File: config.mk
export PLATFORM = sky130hd
export DESIGN_NAME = stream_pattern_replace_unit
export DESIGN_NICKNAME = d
export VERILOG_FILES = /design/src/spr_pkg.sv /design/src/spr_front.sv /design/src/spr_cmd_fifo.sv /design/src/spr_back.sv /design/src/stream_pattern_replace_unit.sv
export SDC_FILE = /design/constraint.sdc
export NUM_CORES = 1
export LEC_CHECK = 0
export BUFFER_PORTS_ARGS = -buffer_cell sky130_fd_sc_hd__buf_2
export CORE_ASPECT_RATIO = 1.4
export CORE_MARGIN = 1
export CORE_UTILIZATION = 55
export CTS_BUF_LIST = sky130_fd_sc_hd__clkbuf_16
export CTS_CLUSTER_SIZE = 40
export DETAILED_ROUTE_END_ITERATION = 16
export GPL_ROUTABILITY_DRIVEN = 0
export PLACE_DENSITY = 0.72
export SETUP_SLACK_MARGIN = 0.3
export SYNTH_ARGS = -nofsm -noshare
export SYNTH_HDL_FRONTEND = slang
export SYNTH_HIERARCHICAL = 1
export SYNTH_SLANG_ARGS = --single-unit
File: constraint.sdc
create_clock -name clk -period 21 [get_ports clk]
set_input_delay 4.2 -clock clk [delete_from_list [all_inputs] [get_ports clk]]
set_output_delay 4.2 -clock clk [all_outputs]
set_load 0.01 [all_outputs]
File: src/spr_pkg.sv
// ----------------------------------------------------------------------------
// spr_pkg - shared definitions for the stream pattern replace unit
// Types, constants and helpers used by the front end, queue and back end.
// ----------------------------------------------------------------------------
package spr_pkg;

  localparam int unsigned MAX_PATTERN_DEF = 8;   // default pattern depth
  localparam int unsigned HELD_MAX        = 8;   // byte slots carried in a command
  localparam int unsigned CNT_W           = 4;   // match / length counter width
  localparam int unsigned FIFO_DEPTH      = 2;
  localparam int unsigned FIFO_PTR_W      = 1;
  localparam int unsigned FIFO_CNT_W      = 2;

  localparam logic [7:0] UPPER_A     = 8'd65;
  localparam logic [7:0] UPPER_Z     = 8'd90;
  localparam logic [7:0] CASE_OFFSET = 8'd32;
  localparam logic [3:0] REPL_MAX    = 4'd8;

  // configuration register indexes
  localparam logic [3:0] REG_PATTERN_TEXT       = 4'd0;
  localparam logic [3:0] REG_PATTERN_LENGTH     = 4'd1;
  localparam logic [3:0] REG_REPLACEMENT_TEXT   = 4'd2;
  localparam logic [3:0] REG_REPLACEMENT_LENGTH = 4'd3;

  typedef struct packed {
    logic [63:0] pattern_text;
    logic [3:0]  pattern_length;
    logic [63:0] replacement_text;
    logic [3:0]  replacement_length;
  } cfg_t;

  typedef enum logic [1:0] {
    CMD_EMIT,     // held bytes, then the mismatching byte
    CMD_FLUSH,    // held bytes, then the end marker
    CMD_REPLACE   // replacement bytes
  } cmd_op_t;

  typedef struct packed {
    cmd_op_t              op;
    logic [CNT_W-1:0]     count;
    logic [HELD_MAX*8-1:0] held;
    logic [7:0]           text_byte;
  } cmd_t;

  typedef enum logic [1:0] {
    BK_IDLE,
    BK_HELD,
    BK_TAIL,
    BK_REPL
  } back_state_t;

  function automatic logic [7:0] fold_lower(input logic [7:0] b);
    logic [7:0] r;
    r = b;
    if (b >= UPPER_A && b <= UPPER_Z) r = b + CASE_OFFSET;
    return r;
  endfunction

  function automatic logic [3:0] repl_len_eff(input logic [3:0] n);
    logic [3:0] r;
    r = n;
    if (n > REPL_MAX) r = REPL_MAX;
    return r;
  endfunction

endpackage

File: src/spr_front.sv
// ----------------------------------------------------------------------------
// spr_front - request intake and match tracking
// Compares each text byte with the pattern, keeps the partial match and
// posts output commands to the queue.
// ----------------------------------------------------------------------------
module spr_front
  import spr_pkg::*;
#(
  parameter int unsigned MAX_PATTERN = MAX_PATTERN_DEF
) (
  input  logic       clk,
  input  logic       rst_n,
  input  cfg_t       cfg,
  input  logic       in_valid,
  output logic       in_ready,
  input  logic       in_action,
  input  logic [7:0] in_text_byte,
  input  logic       fifo_full,
  output logic       push,
  output cmd_t       push_cmd
);

  localparam int unsigned IDX_W = (MAX_PATTERN > 1) ? $clog2(MAX_PATTERN) : 1;

  logic [7:0]           held_r [MAX_PATTERN];
  logic [CNT_W-1:0]     count_r;
  logic [CNT_W-1:0]     count_nxt;
  logic [CNT_W-1:0]     count_inc;
  logic [CNT_W-1:0]     plen;
  logic [HELD_MAX*8-1:0] held_flat;
  logic [7:0]           pat_byte;
  logic                 hit;
  logic                 accept;
  logic                 held_we;

  assign in_ready  = !fifo_full;
  assign accept    = in_valid && in_ready;
  assign count_inc = count_r + CNT_W'(1);
  assign pat_byte  = cfg.pattern_text[{count_r[2:0], 3'b000} +: 8];
  assign hit       = (fold_lower(in_text_byte) == pat_byte);

  // pack held bytes, slots beyond the pattern depth read as zero
  for (genvar g = 0; g < HELD_MAX; g++) begin : g_pack
    if (g < MAX_PATTERN) begin : g_used
      assign held_flat[g*8 +: 8] = held_r[g];
    end else begin : g_pad
      assign held_flat[g*8 +: 8] = 8'h00;
    end
  end

  always_comb begin
    plen = cfg.pattern_length;
    if (plen == '0) plen = CNT_W'(1);
    if (plen > CNT_W'(MAX_PATTERN)) plen = CNT_W'(MAX_PATTERN);
  end

  always_comb begin
    count_nxt          = count_r;
    push               = 1'b0;
    held_we            = 1'b0;
    push_cmd.op        = CMD_EMIT;
    push_cmd.count     = count_r;
    push_cmd.held      = held_flat;
    push_cmd.text_byte = in_text_byte;
    if (accept) begin
      if (in_action) begin
        push_cmd.op = CMD_FLUSH;
        push        = 1'b1;
        count_nxt   = '0;
      end else if (hit) begin
        held_we = 1'b1;
        if (count_inc >= plen) begin
          push_cmd.op = CMD_REPLACE;
          push        = (repl_len_eff(cfg.replacement_length) != 4'd0);
          count_nxt   = '0;
        end else begin
          count_nxt = count_inc;
        end
      end else begin
        push      = 1'b1;
        count_nxt = '0;
      end
    end
  end

  always_ff @(posedge clk) begin
    if (!rst_n) begin
      count_r <= '0;
    end else begin
      count_r <= count_nxt;
    end
  end

  always_ff @(posedge clk) begin
    if (held_we) begin
      held_r[count_r[IDX_W-1:0]] <= in_text_byte;
    end
  end

endmodule

File: src/spr_cmd_fifo.sv
// ----------------------------------------------------------------------------
// spr_cmd_fifo - command queue between front and back end
// Small register FIFO; head entry is visible while not empty.
// ----------------------------------------------------------------------------
module spr_cmd_fifo
  import spr_pkg::*;
(
  input  logic clk,
  input  logic rst_n,
  input  logic push,
  input  cmd_t push_cmd,
  input  logic pop,
  output cmd_t head_cmd,
  output logic full,
  output logic empty
);

  cmd_t                  mem_r [FIFO_DEPTH];
  logic [FIFO_PTR_W-1:0] wr_ptr_r;
  logic [FIFO_PTR_W-1:0] rd_ptr_r;
  logic [FIFO_CNT_W-1:0] fill_r;
  logic                  do_push;
  logic                  do_pop;

  assign full     = (fill_r == FIFO_CNT_W'(FIFO_DEPTH));
  assign empty    = (fill_r == '0);
  assign do_push  = push && !full;
  assign do_pop   = pop && !empty;
  assign head_cmd = mem_r[rd_ptr_r];

  always_ff @(posedge clk) begin
    if (do_push) begin
      mem_r[wr_ptr_r] <= push_cmd;
    end
  end

  always_ff @(posedge clk) begin
    if (!rst_n) begin
      wr_ptr_r <= '0;
      rd_ptr_r <= '0;
      fill_r   <= '0;
    end else begin
      if (do_push) wr_ptr_r <= wr_ptr_r + FIFO_PTR_W'(1);
      if (do_pop)  rd_ptr_r <= rd_ptr_r + FIFO_PTR_W'(1);
      if (do_push && !do_pop)      fill_r <= fill_r + FIFO_CNT_W'(1);
      else if (do_pop && !do_push) fill_r <= fill_r - FIFO_CNT_W'(1);
    end
  end

endmodule

File: src/spr_back.sv
// ----------------------------------------------------------------------------
// spr_back - result serialiser
// Takes one command at a time and plays it out byte by byte through the
// output register.
// ----------------------------------------------------------------------------
module spr_back
  import spr_pkg::*;
(
  input  logic       clk,
  input  logic       rst_n,
  input  cfg_t       cfg,
  input  logic       fifo_empty,
  input  cmd_t       head_cmd,
  output logic       pop,
  output logic       out_valid,
  input  logic       out_ready,
  output logic [7:0] out_byte,
  output logic       out_is_end,
  output logic       out_last
);

  back_state_t      state_r, state_nxt;
  cmd_t             cmd_r, cmd_nxt;
  logic [CNT_W-1:0] idx_r, idx_nxt;
  logic [CNT_W-1:0] idx_inc;
  logic             out_valid_r, out_valid_nxt;
  logic [7:0]       out_byte_r, out_byte_nxt;
  logic             out_is_end_r, out_is_end_nxt;
  logic             out_last_r, out_last_nxt;
  logic             slot_free;
  logic [7:0]       held_sel;
  logic [7:0]       repl_sel;
  logic [3:0]       rlen;

  assign idx_inc   = idx_r + CNT_W'(1);
  assign slot_free = !out_valid_r || out_ready;
  assign held_sel  = cmd_r.held[{idx_r[2:0], 3'b000} +: 8];
  assign repl_sel  = cfg.replacement_text[{idx_r[2:0], 3'b000} +: 8];
  assign rlen      = repl_len_eff(cfg.replacement_length);

  assign out_valid  = out_valid_r;
  assign out_byte   = out_byte_r;
  assign out_is_end = out_is_end_r;
  assign out_last   = out_last_r;

  always_comb begin
    state_nxt      = state_r;
    cmd_nxt        = cmd_r;
    idx_nxt        = idx_r;
    pop            = 1'b0;
    out_valid_nxt  = out_valid_r && !out_ready;
    out_byte_nxt   = out_byte_r;
    out_is_end_nxt = out_is_end_r;
    out_last_nxt   = out_last_r;
    case (state_r)
      BK_IDLE: begin
        if (!fifo_empty) begin
          pop     = 1'b1;
          cmd_nxt = head_cmd;
          idx_nxt = '0;
          if (head_cmd.op == CMD_REPLACE)  state_nxt = BK_REPL;
          else if (head_cmd.count != '0)   state_nxt = BK_HELD;
          else                             state_nxt = BK_TAIL;
        end
      end
      BK_HELD: begin
        if (slot_free) begin
          out_valid_nxt  = 1'b1;
          out_byte_nxt   = held_sel;
          out_is_end_nxt = 1'b0;
          out_last_nxt   = 1'b0;
          idx_nxt        = idx_inc;
          if (idx_inc == cmd_r.count) state_nxt = BK_TAIL;
        end
      end
      BK_TAIL: begin
        if (slot_free) begin
          out_valid_nxt = 1'b1;
          out_last_nxt  = 1'b1;
          if (cmd_r.op == CMD_FLUSH) begin
            out_byte_nxt   = 8'h00;
            out_is_end_nxt = 1'b1;
          end else begin
            out_byte_nxt   = cmd_r.text_byte;
            out_is_end_nxt = 1'b0;
          end
          state_nxt = BK_IDLE;
        end
      end
      BK_REPL: begin
        if (slot_free) begin
          out_valid_nxt  = 1'b1;
          out_byte_nxt   = repl_sel;
          out_is_end_nxt = 1'b0;
          out_last_nxt   = (idx_inc == CNT_W'(rlen));
          idx_nxt        = idx_inc;
          if (idx_inc == CNT_W'(rlen)) state_nxt = BK_IDLE;
        end
      end
      default: begin
        state_nxt = BK_IDLE;
      end
    endcase
  end

  always_ff @(posedge clk) begin
    if (!rst_n) begin
      state_r     <= BK_IDLE;
      idx_r       <= '0;
      out_valid_r <= 1'b0;
    end else begin
      state_r     <= state_nxt;
      idx_r       <= idx_nxt;
      out_valid_r <= out_valid_nxt;
    end
  end

  always_ff @(posedge clk) begin
    cmd_r        <= cmd_nxt;
    out_byte_r   <= out_byte_nxt;
    out_is_end_r <= out_is_end_nxt;
    out_last_r   <= out_last_nxt;
  end

endmodule

File: src/stream_pattern_replace_unit.sv
// ----------------------------------------------------------------------------
// stream_pattern_replace_unit - one find-and-replace pass over a byte stream
// Case-folded pattern match with replacement, flush and chainable end marker.
// ----------------------------------------------------------------------------
// A request is either a text byte or an end-of-text flush. Text bytes are
// folded to lower case (A-Z only) and matched against the pattern; matching
// bytes are held, a mismatch releases the held bytes plus the current byte,
// and a full match releases the replacement instead. A flush releases the
// held bytes followed by an end marker (is_end set, byte zero), so units can
// be chained for multi-pass substitution. out_last marks the final result of
// each request. Timing: the front end takes a request every cycle while its
// two-entry command queue has room. The back end fetches one queued command
// at a time and plays it out byte by byte through the single byte-wide
// output register, finishing it before it fetches the next. The held-byte
// store is not cleared by reset; its entries are only ever read after being
// written. Configuration is held in registers and must only change while
// the unit is idle. cfg_ready is always high; writes to indexes beyond 3
// are dropped.
// ----------------------------------------------------------------------------
module stream_pattern_replace_unit
  import spr_pkg::*;
#(
  parameter int unsigned MAX_PATTERN = MAX_PATTERN_DEF
) (
  input  logic        clk,
  input  logic        rst_n,
  // configuration writes
  input  logic        cfg_valid,
  output logic        cfg_ready,
  input  logic [3:0]  cfg_index,
  input  logic [63:0] cfg_data,
  // request channel
  input  logic        in_valid,
  output logic        in_ready,
  input  logic        in_action,
  input  logic [7:0]  in_text_byte,
  // result channel
  output logic        out_valid,
  input  logic        out_ready,
  output logic [7:0]  out_byte,
  output logic        out_is_end,
  output logic        out_last
);

  cfg_t cfg_r;
  cfg_t cfg_nxt;
  logic push;
  cmd_t push_cmd;
  logic pop;
  cmd_t head_cmd;
  logic fifo_full;
  logic fifo_empty;

  assign cfg_ready = 1'b1;

  // register file: only the low nibble of length writes is kept
  always_comb begin
    cfg_nxt = cfg_r;
    if (cfg_valid) begin
      case (cfg_index)
        REG_PATTERN_TEXT:       cfg_nxt.pattern_text       = cfg_data;
        REG_PATTERN_LENGTH:     cfg_nxt.pattern_length     = cfg_data[3:0];
        REG_REPLACEMENT_TEXT:   cfg_nxt.replacement_text   = cfg_data;
        REG_REPLACEMENT_LENGTH: cfg_nxt.replacement_length = cfg_data[3:0];
        default:                cfg_nxt = cfg_r;
      endcase
    end
  end

  always_ff @(posedge clk) begin
    if (!rst_n) begin
      cfg_r.pattern_text       <= '0;
      cfg_r.pattern_length     <= 4'd1;
      cfg_r.replacement_text   <= '0;
      cfg_r.replacement_length <= '0;
    end else begin
      cfg_r <= cfg_nxt;
    end
  end

  // front end: matching and command generation
  spr_front #(
    .MAX_PATTERN (MAX_PATTERN)
  ) u_front (
    .clk          (clk),
    .rst_n        (rst_n),
    .cfg          (cfg_r),
    .in_valid     (in_valid),
    .in_ready     (in_ready),
    .in_action    (in_action),
    .in_text_byte (in_text_byte),
    .fifo_full    (fifo_full),
    .push         (push),
    .push_cmd     (push_cmd)
  );

  // decouples matching from output stalls
  spr_cmd_fifo u_fifo (
    .clk      (clk),
    .rst_n    (rst_n),
    .push     (push),
    .push_cmd (push_cmd),
    .pop      (pop),
    .head_cmd (head_cmd),
    .full     (fifo_full),
    .empty    (fifo_empty)
  );

  // back end: serialises each command onto the byte channel
  spr_back u_back (
    .clk        (clk),
    .rst_n      (rst_n),
    .cfg        (cfg_r),
    .fifo_empty (fifo_empty),
    .head_cmd   (head_cmd),
    .pop        (pop),
    .out_valid  (out_valid),
    .out_ready  (out_ready),
    .out_byte   (out_byte),
    .out_is_end (out_is_end),
    .out_last   (out_last)
  );

endmodule

-- After elaboration in Yosys (flattened, before gate mapping)
Memory sizes are Yosys's and may differ from the RTL's. A register that Yosys moved wholly into a read port is not among the register bits.
Index checks and enable logic that the tools add are counted.
- $add $sub $neg: 7
- multiply operators: 0
- div/mod/pow operators: 0
- $lt $le $gt $ge: 5
- equality and inequality tests: 19
- shift operators: 3
- mux-type cells: 58
- bitwise gates (word level): 1
- reduce and logical (&&, ||, !) cells: 35
- operators by type and width (operator ; count):
    variable part select 64 x 7 -> 8 bit ; 3
    two-way mux 4 bit ; 12
    two-way mux 8 bit ; 5
    two-way mux 2 bit ; 14
    one-hot mux 8 bit (3 select lines) ; 1
    two-way mux 1 bit ; 22
    inequality test 2 x 1 -> 1 bit, second input constant ; 6
    AND reduction 2 bit ; 5
    adder 4 x 1 -> 4 bit, second input constant ; 2
    adder 8 x 6 -> 8 bit, second input constant ; 1
    == test 2 bit, second input constant ; 4
    == test 4 x 2 -> 1 bit, second input constant ; 2
    == test 4 bit ; 2
    == test 8 bit ; 1
    greater-or-equal comparator 8 x 7 -> 1 bit, second input constant ; 1
    greater-than comparator 4 bit, second input constant ; 2
    less-or-equal comparator 8 x 7 -> 1 bit, second input constant ; 1
    zero test 4 bit ; 2
    one-hot mux 2 bit (4 select lines) ; 1
    one-hot mux 4 bit (2 select lines) ; 1
    nonzero test 4 bit ; 2
    logical AND 1 bit ; 7
    zero test 1 bit ; 6
    AND reduction 3 bit ; 2
    other kinds (18) ; 23
- bits in registers: 239
- latch bits: 0
- bits in writable memories: 220
- ROM bits: 0
- input bits: 82
- output and inout bits: 13
- word-level logic and storage cells: 148
- memories: 2
- memories (name ; depth ; width ; read ports ; clocked after Yosys merged registers in ; wr ports ; RTL line ; RTL):
    u_fifo.mem_r ; 2 ; 78 ; 1 ; 1 ; 1 ; spr_cmd_fifo.sv:18 ; cmd_t mem_r [FIFO_DEPTH];
    u_front.held_r ; 8 ; 8 ; 8 ; 0 ; 1 ; spr_front.sv:25 ; logic [7:0] held_r [MAX_PATTERN];

-- Depth between registers and ports, before layout
- word-level depth: 19
- mapped depth: 17
- depth with buffers taken out: 16

-- Modules after synthesis
The synthesis kept the hierarchy.
- by module, submodules not included (module ; times used ; cells an instance ; area an instance (um^2) ; sequential area each (um^2)):
    spr_cmd_fifo ; 1 ; 268 ; 5941.9 ; 4784.6
    stream_pattern_replace_unit ; 1 ; 517 ; 5213.8 ; 2722.6
    spr_back ; 1 ; 308 ; 4399.2 ; 2782.7
    spr_front ; 1 ; 225 ; 3269.4 ; 2001.9

-- Least setup slack after synthesis
OpenSTA, ideal clock, no wires.
- path kind: input-to-reg
- from: input in_text_byte[5]
- to: memory u_fifo/mem_r[0][0] (netlist bit), enable pin
- library setup time: 0.502 ns
- arrival time: 8.527 ns
- data required time: 20.498 ns
- path slack: 11.971 ns
- cell stages on the path: 9
- buffers on the path: 1
- cell sequence: ha_1 > o41ai_1 > xnor2_1 > nand2_1 > buf_6 > or3_4 > o21a_1 > inv_1 > nor3_2
- cells in the longest elaborated chain, start to end: 10
- elaborated cells on any way between the ends: 12
- classes of those cells: add/sub: 1; order compare: 2; eq/ne: 1; mux: 6; reduce/logical: 2
- ends and longest elaborated chain (what ; RTL line ; RTL):
    from (decl) ; stream_pattern_replace_unit.sv:36 ; input logic [7:0] in_text_byte,
    greater-or-equal comparator 8 x 7 -> 1 bit or less-or-equal comparator 8 x 7 -> 1 bit (tied branches) ; spr_pkg.sv:55 ; if (b >= UPPER_A && b <= UPPER_Z) r = b + CASE_OFFSET;
    logical AND 1 bit ; spr_pkg.sv:55 ;
    two-way mux 8 bit (*) ; spr_pkg.sv:55 ;
    == test 8 bit (*) ; spr_front.sv:40 ; assign hit = (fold_lower(in_text_byte) == pat_byte);
    two-way mux 1 bit (*) ; spr_front.sv:70 ; end else if (hit) begin
    two-way mux 1 bit (*) ; spr_front.sv:66 ; if (in_action) begin
    two-way mux 1 bit (*) ; spr_front.sv:65 ; if (accept) begin
    net push ; stream_pattern_replace_unit.sv:47 ; logic push;
    logical AND 1 bit (*) ; spr_cmd_fifo.sv:27 ; assign do_push = push && !full;
    two-way mux 1 bit (*) ; spr_cmd_fifo.sv:32 ; if (do_push) begin
    two-way mux 1 bit (implied by the code) (*) ; spr_cmd_fifo.sv:33 ; mem_r[wr_ptr_r] <= push_cmd;
    to (decl) ; spr_cmd_fifo.sv:18 ;
Mark *: on every way through the listed nets, which the timed path passes. The rest lies on a longest branch.

-- Worst setup path in the final report
Same ends and word-level chain as after synthesis.

==> metrics <==
status finished clean; CTS HTree Levels 2; Hold Path Depth 0; gr usage total 0.246; PwrDens 115 mW/mm²; CP endpoint kind flip-flop; critical path peak fanout 79; final hold vios 0; # setup viols final 0; clock skew 0.0133 ns; Top FF cell, synth edfxtp_1; row cnt 79; fillers 2480; clk slew on worst S/H paths 0.06 ns; cell with the most instances after synthesis edfxtp_1; worst r2r dst u_fifo/mem_r[0][0]; r2r setup slk 16.37 ns; vias in the first global route 10.4k; post-synthesis cell area 0.0188 mm²; Max IR drop VDD 0.0628 mV; Area growth syn-to-layout 10.2%; total power 2.38 mW; First-pass DRT Iterations 7; drt drc 0; Routed WL 42200 µm; Slew Viols, Final 0; Synth top area share 0.491; Post-layout nets 1471; final instance area 0.0207 mm²; Seq/Total Area, Yosys 0.653; Post-Layout Cell Count 1860; CTS Buf Count 43; grt total ovfl 0; initial core utilization 0.562; Die ar. 0.0350 mm²; deepest clock path buffer count 3; max cap viols 0; Req. time, crit path 21.17 ns; Post-synth top cells 308 x edfxtp_1, 258 x nand2_1, 165 x mux2i_1, 152 x dfxtp_1, 59 x mux2_2; post-synth top area cell edfxtp_1; IO Pins 95; Storage cell area 0.0123 mm²; CTS resizes 0; ANT cells 0; Worst Reg-to-Reg Cells 12; root buffer cell clkbuf_16; top post-synthesis cells by area edfxtp_1 49%, dfxtp_1 16%, mux2i_1 8.8%; clock sink count 460; Post-Synthesis Cells 1318; Post-CTS Setup Inserts 0; core outline area 0.0335 mm²; CTS tree yes; Endpoint, Worst Hold u_fifo/mem_r[1][52]; Hold-fix buffers, CTS 0; # port buffers 93; hpwl dp 29400 µm; syn_area_per_cell 14.3 µm²; number of flops mapped to enable cells by yosys 308; initial antenna violation count 0; Placed Instances 1781; hold wc startpoint u_front/held_r[5][4]; period utilization 0.336; multi-input logic area 0.00589 mm²; Ys Warns 6; Setup TNS 0 ns; WP data arrival 7.22 ns; Yosys reg bits 460; worst skew pair latency 0.55 ns; Slew @ Worst Pin 1.10 ns; via count 10.5k; post-DR wirelength/cell 22.7 µm; first-pass GRT wire length 62300 µm; r2r startpoint u_front/count_r[0]; Max Clk Rate 142 MHz; Lkg Pwr 7.46 nW; drt via density 5.65; min cycle time layout 7.06 ns; Synth async-reset ratio 0; die height 221 µm; worst setup path class input pin to flip-flop; layout cell share with drive strength beyond 1 0.213; post-synth cell types 70; Area after DPL 0.0193 mm²; Post-Syn Nets 1408; Worst slew margin 0.260; ANT nets after route 0; Die X 158 µm; Hold Crit Class flip-flop to flip-flop; DRT iter0 DRCs 796; largest net degree at the start of global routing 111; crit path launch type input pin; RSZ-0062 raised after global routing no
[stage by stage]
stage               setup WS, ns  hold slack, ns   util
floorplan                  11.97           0.421      -
global placement           13.49           0.426  0.577
detailed placement         13.38           0.429  0.577
CTS                        13.98           0.444  0.619
global route               13.78           0.448  0.619
finish                     13.94           0.443  0.619
[cells in the final DEF, fill, tap and decap left out, drive strengths merged, types with 14 or more instances in the layout]
master  netlist  layout
a21oi        17      17
mux4         26      26
mux2         82      82
nor2         26      26
clkbuf       30      44
nand2       258     258
buf          59     107
edfxtp      308     308
mux2i       165     165
nand3        14      14
dfxtp       152     152
inv           7      23
[per-layer routing]
metal / vias to the layer above / GRT usage / share of wire
li1: 4933 / - / -
met1: 5214 / 0.322 / 0.42
met2: 287 / 0.399 / 0.49
met3: 82 / 0.0441 / 0.051
met4: 0 / 0.111 / 0.045
met5: - / 0 / 0
[cell families after synthesis]
kind of cell               Yosys count  synth area share
adders and majority gates            8           0.00532
buffers and inverters               96            0.0372
and+or+nand+nor                    376            0.0907
DFF                                460             0.653
AOI/OAI and AO/OA                   84            0.0308
muxes                              273             0.172
other                                1          0.000199
xor gates and xnor gates            20            0.0105
[critical path: stages]
cell,delay [ns]
buf_2,0.27
ha_1,0.29
o41ai_1,0.38
xnor2_1,0.14
nand2_1,0.41
or3_4,0.23
o21a_1,0.14
inv_1,0.08
nor3_4,0.15
buf_4,0.83
[sequential cells by signal, indices dropped and copies added (netlist names), named ones only]
name,cells
u_back/cmd_r,78
u_fifo/rd_ptr_r,1
u_back/idx_r,4
u_back/out_last,1
u_front/count_r,4
u_fifo/mem_r,156
u_back/state_r,2
u_fifo/fill_r,2
cfg_r,136
u_fifo/wr_ptr_r,1
u_front/held_r,64
u_back/out_valid,1
u_back/out_is_end,1
u_back/out_byte,8
[how the worst max path moves through the flow]
stage	from	end	slack, ns	cells after the start
after floorplan	in_text_byte[5]	u_fifo/mem_r[0][0]	11.97	9
after global placement	in_text_byte[5]	u_fifo/mem_r[0][37]	13.49	10
after detailed placement	in_text_byte[6]	u_fifo/mem_r[0][24]	13.38	10
after CTS	in_text_byte[6]	u_fifo/mem_r[0][27]	13.98	10
after global routing	in_text_byte[6]	u_fifo/mem_r[0][0]	13.78	10
final	in_text_byte[5]	u_fifo/mem_r[0][0]	13.94	10
[area by class of cell]
| type | instances | area share |
|---|---|---|
| inverter | 7 | 0.00127 |
| timing repair buffer | 107 | 0.0278 |
| clock buffer | 44 | 0.0531 |
| tap | 445 | 0.0268 |
| sequential | 460 | 0.593 |
| multi-input combinational | 762 | 0.284 |
| clock inverter | 35 | 0.0144 |
[power by group]
group | switching [mW] | internal (mW)
logic | 0.262 | 0.165
registers | 0.0461 | 1.14
clock network | 0.324 | 0.442
No activity file was read; power rests on OpenSTA's default activity.
